File: config.mk
export PLATFORM = sky130hd
export DESIGN_NAME = svacc_round
export DESIGN_NICKNAME = d
export VERILOG_FILES = /design/src/rtl/core/svacc_pkg.sv /design/src/rtl/core/svacc_round.sv
export SDC_FILE = /design/constraint.sdc
export NUM_CORES = 1
export LEC_CHECK = 0
export BUFFER_PORTS_ARGS = -buffer_cell sky130_fd_sc_hd__buf_2
export CAP_MARGIN = 20
export CORE_AREA = 2 2 125 127
export DETAILED_ROUTE_END_ITERATION = 6
export DIE_AREA = 0 0 127 129
export MAX_ROUTING_LAYER = met4
export PLACE_DENSITY = 0.71
export SLEW_MARGIN = 20
export SYNTH_ARGS = -nofsm -noshare
export SYNTH_HDL_FRONTEND = slang
export SYNTH_SLANG_ARGS = --single-unit
File: constraint.sdc
create_clock -name clk -period 5.5 [get_ports clk]
set_clock_uncertainty 0.05 [all_clocks]
set_input_delay 1.1 -clock clk [delete_from_list [all_inputs] [get_ports clk]]
set_output_delay 1.1 -clock clk [all_outputs]
set_load 0.01 [all_outputs]
File: src/rtl/core/svacc_pkg.sv
// Shared types, constants and helper functions for the scaled vector accumulate pipeline.
// No dependencies; imported by every module under rtl/core.
`default_nettype none
package svacc_pkg;

  // Signed exponent; wide enough for product exponents of normalized subnormals.
  typedef logic signed [13:0] exp_t;

  localparam logic [63:0] QNAN     = 64'h7FF8_0000_0000_0000;
  localparam int          WIN      = 162;  // accumulation window width
  localparam int          ADD_POS  = 108;  // addend LSB position at zero alignment shift
  localparam logic [7:0]  SH_CAP   = 8'd200;
  localparam logic [7:0]  RSH_CAP  = 8'd170;

  // After unpack / special-case detection
  typedef struct packed {
    logic        last;
    logic        spec;
    logic [63:0] spec_val;
    logic        sp;
    logic        sc;
    logic        czero;
    logic [52:0] ma;
    logic [52:0] mb;
    logic [52:0] mc;
    exp_t        ea;
    exp_t        eb;
    exp_t        ec;
  } unp_t;

  // Partial products and aligned addend
  typedef struct packed {
    logic             last;
    logic             spec;
    logic [63:0]      spec_val;
    logic             sp;
    logic             sc;
    logic [53:0]      p_ll;
    logic [52:0]      p_lh;
    logic [52:0]      p_hl;
    logic [51:0]      p_hh;
    logic [WIN-1:0]   addend;
    exp_t             e0;
  } mul_t;

  // Full product
  typedef struct packed {
    logic           last;
    logic           spec;
    logic [63:0]    spec_val;
    logic           sp;
    logic           sc;
    logic [105:0]   prod;
    logic [WIN-1:0] addend;
    exp_t           e0;
  } prd_t;

  // Signed-magnitude sum
  typedef struct packed {
    logic           last;
    logic           spec;
    logic [63:0]    spec_val;
    logic           sign;
    logic           zero;
    logic [WIN-1:0] mag;
    exp_t           e0;
  } sum_t;

  // Leading-one position resolved into a shift
  typedef struct packed {
    logic           last;
    logic           spec;
    logic [63:0]    spec_val;
    logic           sign;
    logic           zero;
    logic           ovf;
    logic [WIN-1:0] mag;
    exp_t           biased;
    logic           lshift;
    logic [7:0]     amt;
  } lzn_t;

  // Normalized significand ready to round
  typedef struct packed {
    logic           last;
    logic           spec;
    logic [63:0]    spec_val;
    logic           sign;
    logic           zero;
    logic           ovf;
    logic [WIN-1:0] nrm;
    logic           rst;
    exp_t           biased;
  } nrm_t;

  function automatic logic [5:0] lzc53(input logic [52:0] v);
    logic [5:0] n;
    n = 6'd53;
    for (int i = 0; i < 53; i++) begin
      if (v[i]) n = 6'(52 - i);
    end
    return n;
  endfunction

  function automatic logic [7:0] msb_pos(input logic [WIN-1:0] v);
    logic [7:0] p;
    p = 8'd0;
    for (int i = 0; i < WIN; i++) begin
      if (v[i]) p = 8'(i);
    end
    return p;
  endfunction

endpackage
`default_nettype wire

File: src/rtl/core/svacc_round.sv
// Round to nearest even and binary64 pack into the output register (stage 7).
// Uses svacc_pkg.
`default_nettype none
module svacc_round import svacc_pkg::*; (
  input  logic        clk,
  input  logic        rst_n,
  input  logic        in_valid,
  output logic        in_ready,
  input  nrm_t        in_item,
  output logic        out_valid,
  input  logic        out_ready,
  output logic [63:0] y_result,
  output logic        last_out
);

  logic        v7_r, en7;
  logic [63:0] res_r, res_nxt;
  logic        last_r;

  assign en7       = !v7_r || out_ready;
  assign in_ready  = en7;
  assign out_valid = v7_r;
  assign y_result  = res_r;
  assign last_out  = last_r;

  always_ff @(posedge clk) begin
    if (!rst_n) v7_r <= 1'b0;
    else if (en7) v7_r <= in_valid;
  end

  always_ff @(posedge clk) begin
    if (en7 && in_valid) begin
      res_r  <= res_nxt;
      last_r <= in_item.last;
    end
  end

  always_comb begin
    logic [52:0] q;
    logic        g, st, rnd;
    logic [53:0] q1;
    exp_t        bm1;
    q   = in_item.nrm[161:109];
    g   = in_item.nrm[108];
    st  = (|in_item.nrm[107:0]) | in_item.rst;
    rnd = g & (st | q[0]);
    q1  = {1'b0, q} + {53'd0, rnd};
    bm1 = in_item.biased - exp_t'(1);
    if (in_item.spec) begin
      res_nxt = in_item.spec_val;
    end else if (in_item.zero) begin
      res_nxt = 64'd0;
    end else if (in_item.ovf) begin
      res_nxt = {in_item.sign, 11'h7FF, 52'd0};
    end else if (in_item.biased >= exp_t'(1)) begin
      // a rounding carry out of the significand bumps the exponent field
      res_nxt = {in_item.sign, {bm1[10:0], 52'd0} + {9'd0, q1}};
    end else begin
      res_nxt = {in_item.sign, 9'd0, q1};
    end
  end

`ifndef NO_ASSERTIONS
  a_norm_msb: assert property (@(posedge clk) disable iff (!rst_n)
    (in_valid && !in_item.spec && !in_item.zero && !in_item.ovf &&
     (in_item.biased >= exp_t'(1))) |-> in_item.nrm[161])
    else $error("normal-range significand not normalized");
`endif

endmodule
`default_nettype wire

; Word level (Yosys, flattened, before mapping)
; Cells that the tools add are included.
[classes]
add_sub_neg = 3
magnitude_cmp = 1
n_mux = 4
bitwise_logic = 3
n_reduce_logical = 4
[op_table]
columns = operator, n
row1 = 64-bit 2-to-1 mux, 2
row2 = 63-bit 2-to-1 mux, 2
row3 = 108-bit OR reduction, 1
row4 = 63-bit by 54-bit adder with 63-bit output, 1
row5 = 53-bit by 1-bit adder with 54-bit output, 1
row6 = 14-bit by 2-bit greater-or-equal comparator with 1-bit output (second input constant), 1
row7 = 11-bit by 2-bit subtractor with 11-bit output (second input constant), 1
row8 = 1-bit bitwise OR, 2
row9 = 1-bit AND, 1
row10 = 1-bit logical AND, 1
row11 = 1-bit zero test, 1
row12 = 1-bit logical OR, 1
[totals]
regBits = 66
out_inout_bits = 67

; Longest topological paths before layout
[depth]
ltp_word = 10
depth_mapped = 14

; Worst setup path after synthesis
; Ideal clock, no wire load.
[synth_path]
path_type = input to register
start = in in_item[124] (netlist bit)
end = reg res_r[60] (netlist: y_result[60]), data pin
arrival_ps = 3886
path_slack_ps = 1303
stages = 13
cell_sequence = and2_1 -> ha_1 -> and3_1 -> and4_1 -> nand3_1 -> o31a_1 -> or2_2 -> ha_1 -> fa_1 -> o221ai_1 -> nor2_1 -> xnor2_1 -> a221o_1
[synth_via]
elab_chain_cells = 8
[synth_rtl]
columns = item, line
row1 = start: declaration, svacc_round.sv:9  ; input nrm_t in_item,
row2 = 1-bit bitwise OR, svacc_round.sv:46  ; rnd = g & (st | q[0]);
row3 = 1-bit AND, svacc_round.sv:46
row4 = 53-bit by 1-bit adder with 54-bit output *, svacc_round.sv:47  ; q1 = {1'b0, q} + {53'd0, rnd};
row5 = 63-bit by 54-bit adder with 63-bit output *, svacc_round.sv:57  ; res_nxt = {in_item.sign, {bm1[10:0], 52'd0} + {9'd0, q1}};
row6 = 63-bit 2-to-1 mux *, svacc_round.sv:55  ; end else if (in_item.biased >= exp_t'(1)) begin
row7 = 63-bit 2-to-1 mux *, svacc_round.sv:53  ; end else if (in_item.ovf) begin
row8 = 64-bit 2-to-1 mux *, svacc_round.sv:51  ; end else if (in_item.zero) begin
row9 = 64-bit 2-to-1 mux *, svacc_round.sv:49  ; if (in_item.spec) begin
row10 = named net res_nxt[60], svacc_round.sv:17  ; logic [63:0] res_r, res_nxt;
row11 = end signal: assignment, svacc_round.sv:33  ; res_r <= res_nxt;
row12 = end: declaration, svacc_round.sv:17
; Mark *: on every way through the listed nets, which the timed path passes. The rest lies on a longest branch.
; A chain may end at the register's enable or synchronous reset.

; Final worst setup path
; Ends and elaborated chain as after synthesis.

==> metrics.txt <==
# TYPE chip_impl_metric gauge
chip_impl_info{name="layout.cells.most_common_list",value="sky130_fd_sc_hd__buf_2, sky130_fd_sc_hd__nand2_1, sky130_fd_sc_hd__edfxtp_1"} 1
chip_impl_metric{name="syn-cell-area",unit="um^2"} 4590
chip_impl_info{name="critical_hold_path_startpoint",value="out_valid"} 1
chip_impl_metric{name="setup-violations-final",unit=""} 0
chip_impl_metric{name="clock_tree.buffer_depth",unit=""} 2
chip_impl_info{name="setup.worst_path.start",value="in_item[124]"} 1
chip_impl_metric{name="final_cells",unit=""} 1012
chip_impl_metric{name="peakVddDrop",unit="uV"} 129
chip_impl_metric{name="synth-edff-count",unit=""} 65
chip_impl_info{name="timing.rr.start",value="out_valid"} 1
chip_impl_metric{name="required",unit="ns"} 5.53
chip_impl_metric{name="die_area",unit="um^2"} 16400
chip_impl_info{name="status",value="complete, no violations"} 1
chip_impl_info{name="cts-root-buf",value="sky130_fd_sc_hd__clkbuf_16"} 1
chip_impl_metric{name="synthDistinctLibCells",unit=""} 50
chip_impl_metric{name="post_route_cells_drive_above_1_share",unit=""} 0.433
chip_impl_metric{name="viasPerCell",unit=""} 5.01
chip_impl_info{name="layout_commonest_cell",value="sky130_fd_sc_hd__buf_2"} 1
chip_impl_info{name="cp_slowest_cell",value="sky130_fd_sc_hd__fa_1"} 1
chip_impl_metric{name="grt_pass1_wl",unit="um"} 25300
chip_impl_metric{name="initial_util",unit=""} 0.307
chip_impl_metric{name="met3_length",unit="um"} 1420
chip_impl_metric{name="final_net_count",unit=""} 1070
chip_impl_metric{name="clk_pin_slew_worst_paths",unit="ns"} 0.06
chip_impl_metric{name="final-seq-area",unit="um^2"} 1970
chip_impl_info{name="route.top_layer_used",value="met4"} 1
chip_impl_info{name="hp-class",value="flop to flop"} 1
chip_impl_metric{name="port_buffers",unit=""} 316
chip_impl_info{name="cell_mode_on_critical_path",value="sky130_fd_sc_hd__ha_1"} 1
chip_impl_metric{name="worst-slew-pin-transition",unit="ns"} 0.863
chip_impl_metric{name="antenna_found_initial",unit=""} 5
chip_impl_info{name="most_used_dff_post_synth",value="sky130_fd_sc_hd__edfxtp_1"} 1
chip_impl_metric{name="first_global_vias",unit=""} 4783
chip_impl_metric{name="max_clock_freq",unit="MHz"} 223
chip_impl_info{name="rsz_0062_raised_after_global_routing",value="no"} 1
chip_impl_metric{name="cts.sinks",unit=""} 66
chip_impl_metric{name="syn_inst",unit=""} 501
chip_impl_metric{name="core.rowCount",unit=""} 45
chip_impl_metric{name="slew_violations",unit=""} 0
chip_impl_info{name="tritoncts",value="yes"} 1
chip_impl_metric{name="synth_top_area_frac",unit=""} 0.425
chip_impl_metric{name="syn_to_final_growth",unit="%"} 44.3
chip_impl_metric{name="gp_congestion",unit=""} 0.931
chip_impl_metric{name="worst-r2r-setup-slack",unit="ns"} 3.46
chip_impl_metric{name="seq_area_frac_synth",unit=""} 0.430
chip_impl_metric{name="final_antenna_net_count",unit=""} 0
chip_impl_metric{name="coreArea",unit="um^2"} 15000
chip_impl_metric{name="p_leak",unit="nW"} 2.85
chip_impl_metric{name="avgSynthCellArea",unit="um^2"} 9.16
chip_impl_metric{name="ios",unit=""} 317
chip_impl_metric{name="final.setup.worst_slack",unit="ns"} 1.01
chip_impl_metric{name="n_fill_cell",unit=""} 1534
chip_impl_info{name="critical_path_cell_by_cell",value="buf_2 -> and2_1 -> ha_1 -> and3_1 -> and4_1 -> nand3_1 -> o31a_1 -> or2_2 -> ha_1 -> fa_1 -> o221ai_1 -> nor2_1 -> xnor2_1 -> a221o_1"} 1
chip_impl_metric{name="place.detailed.instances",unit=""} 991
chip_impl_info{name="synth_top_area_cell",value="sky130_fd_sc_hd__edfxtp_1"} 1
chip_impl_metric{name="post_cts_resized",unit=""} 0
chip_impl_metric{name="numCtsBuffers",unit=""} 9
chip_impl_metric{name="synth.net_count",unit=""} 757
chip_impl_metric{name="grt_max_degree",unit=""} 68
chip_impl_metric{name="ys_warn_count",unit=""} 0
chip_impl_metric{name="worst_skew_pair.late_latency",unit="ns"} 0.33
chip_impl_metric{name="ys_async_sr_fraction",unit=""} 0
chip_impl_metric{name="timing.max_cap.violations",unit=""} 0
chip_impl_metric{name="synthesis_stage_register_bit_count",unit=""} 66
chip_impl_metric{name="drt-wirelength-per-cell",unit="um"} 16.7
chip_impl_metric{name="utilization",unit=""} 0.442
chip_impl_info{name="timing.critical_path.from_type",value="input port"} 1
chip_impl_metric{name="worst_slew_margin_rel",unit=""} 0.422
chip_impl_metric{name="period_share",unit=""} 0.816
chip_impl_metric{name="report.final.hold_viol_count",unit=""} 0
chip_impl_metric{name="hold_buffers",unit=""} 0
chip_impl_info{name="synth.area.top_cells",value="sky130_fd_sc_hd__edfxtp_1, sky130_fd_sc_hd__xnor2_1, sky130_fd_sc_hd__nand2_1, sky130_fd_sc_hd__o21ai_0, sky130_fd_sc_hd__nor4_1"} 1
chip_impl_info{name="worst_setup_path_end_kind",value="flop"} 1
chip_impl_info{name="worst-setup-path-type",value="input port to flop"} 1
chip_impl_metric{name="dp_worst_setup_slack",unit="ns"} 0.678
chip_impl_metric{name="die_w",unit="um"} 127
chip_impl_metric{name="route.layer.met1.wl",unit="um"} 7360
chip_impl_metric{name="overflow",unit=""} 0
chip_impl_metric{name="dr_total_vias",unit=""} 5075
chip_impl_metric{name="hold-worst-slack",unit="ns"} 0.475
chip_impl_metric{name="slowest_delay",unit="ns"} 0.45
chip_impl_metric{name="crit_path_max_fanout",unit=""} 5
chip_impl_metric{name="cp.arrival",unit="ns"} 4.52
chip_impl_metric{name="period_minus_slack",unit="ns"} 4.49
chip_impl_metric{name="postRouteWirelength",unit="um"} 16900
chip_impl_metric{name="total_power_per_unit_cell_area",unit="nW/um^2"} 215
chip_impl_metric{name="setup_total_negative_slack",unit="ns"} 0
chip_impl_metric{name="detail_route.drc_violations",unit=""} 0
chip_impl_metric{name="htree_levels",unit=""} 3
chip_impl_metric{name="die_h",unit="um"} 129
chip_impl_metric{name="hpwl_after_detailed_placement",unit="um"} 13500
chip_impl_metric{name="cts_post_setup_buffers_inserted",unit=""} 0
chip_impl_metric{name="multiInputGateArea",unit="um^2"} 2470
chip_impl_metric{name="detail_route.iter0.violations",unit=""} 299
chip_impl_metric{name="track_usage",unit=""} 0.204
chip_impl_metric{name="drt_first_pass_iters",unit=""} 5
chip_impl_metric{name="detailroute.wirelength.met2",unit="um"} 7790
[path summary, 6_finish.rpt]
kind	end	cells after the start
worst max-delay path	y_result[60]	14
worst min-delay path	out_valid	2
worst min register to register	out_valid	2
worst max register to register	y_result[63]	3
[metrics by stage]
step / total power, mW / instance area (um^2)
finish: 1.43 / 6630
global route: 1.49 / 6630
CTS: 1.44 / 6610
detailed placement: 0.906 / 6340
global placement: 0.903 / 6340
floorplan: 0.738 / 4590
[cell usage after synthesis (2+ instances only)]
| cell type | instances |
|---|---|
| sky130_fd_sc_hd__or4_4 | 2 |
| sky130_fd_sc_hd__nand3_1 | 20 |
| sky130_fd_sc_hd__nand2_1 | 82 |
| sky130_fd_sc_hd__or2_2 | 3 |
| sky130_fd_sc_hd__clkbuf_1 | 14 |
| sky130_fd_sc_hd__inv_1 | 12 |
| sky130_fd_sc_hd__a31oi_1 | 2 |
| sky130_fd_sc_hd__o21ai_0 | 59 |
| sky130_fd_sc_hd__mux2i_1 | 2 |
| sky130_fd_sc_hd__a21oi_1 | 10 |
| sky130_fd_sc_hd__a211oi_2 | 2 |
| sky130_fd_sc_hd__and2_1 | 6 |
| sky130_fd_sc_hd__a221o_1 | 6 |
| sky130_fd_sc_hd__nand4_1 | 17 |
| sky130_fd_sc_hd__nor2_1 | 23 |
| sky130_fd_sc_hd__nand2b_1 | 4 |
| sky130_fd_sc_hd__edfxtp_1 | 65 |
| sky130_fd_sc_hd__nor4_1 | 33 |
| sky130_fd_sc_hd__nor4_2 | 3 |
| sky130_fd_sc_hd__nor3_1 | 19 |
| sky130_fd_sc_hd__xor2_1 | 21 |
| sky130_fd_sc_hd__buf_6 | 4 |
| sky130_fd_sc_hd__and4_1 | 4 |
| sky130_fd_sc_hd__ha_1 | 5 |
| sky130_fd_sc_hd__xnor2_1 | 43 |
| sky130_fd_sc_hd__or3_1 | 4 |
| sky130_fd_sc_hd__and3_1 | 13 |
[power breakdown]
part | leakage [nW] | switching (mW) | internal, mW | total, mW
Clock | 0.138 | 0.218 | 0.313 | 0.531
Combinational | 2.06 | 0.157 | 0.133 | 0.289
Sequential | 0.654 | 0.00889 | 0.598 | 0.607
Total | 2.85 | 0.383 | 1.04 | 1.43
[layer usage]
metal / up-vias / GRT usage
met3: 23 / 0.0545
met1: 2348 / 0.261
li1: 2495 / -
met5: - / -
met4: 0 / 0.0705
met2: 209 / 0.314
[worst max-delay path: cells and delay by family]
| family | cells | cell delay, ns |
|---|---|---|
| buf+inv | 1 | 0.10 |
| xor+xnor | 1 | 0.14 |
| fa+ha+maj | 3 | 0.84 |
| compound gates | 3 | 0.90 |
| simple gates | 6 | 1.44 |
[area by class of cell]
class / instances / share of cell area
multi-input combinational: 404 / 0.373
inverter: 12 / 0.00680
clock inverter: 6 / 0.00491
tap: 188 / 0.0355
sequential: 66 / 0.298
timing repair buffer: 321 / 0.244
antenna: 5 / 0.00189
clock buffer: 10 / 0.0361
[cells by family after synthesis]
kind of cell             share of synthesized area
AND/OR/NAND/NOR                              0.278
AO/OA/AOI/OAI                                0.115
flip-flops                                   0.430
XOR/XNOR                                     0.122
buffers and inverters                       0.0327
adder cells (fa/ha/maj)                     0.0180
multiplexers                               0.00436
[registers in the layout, summed over array words and instances (netlist names)]
| signal | flops |
|---|---|
| y_result | 64 |
| out_valid | 1 |
| last_out | 1 |
No activity file was read; power rests on OpenSTA's default activity.
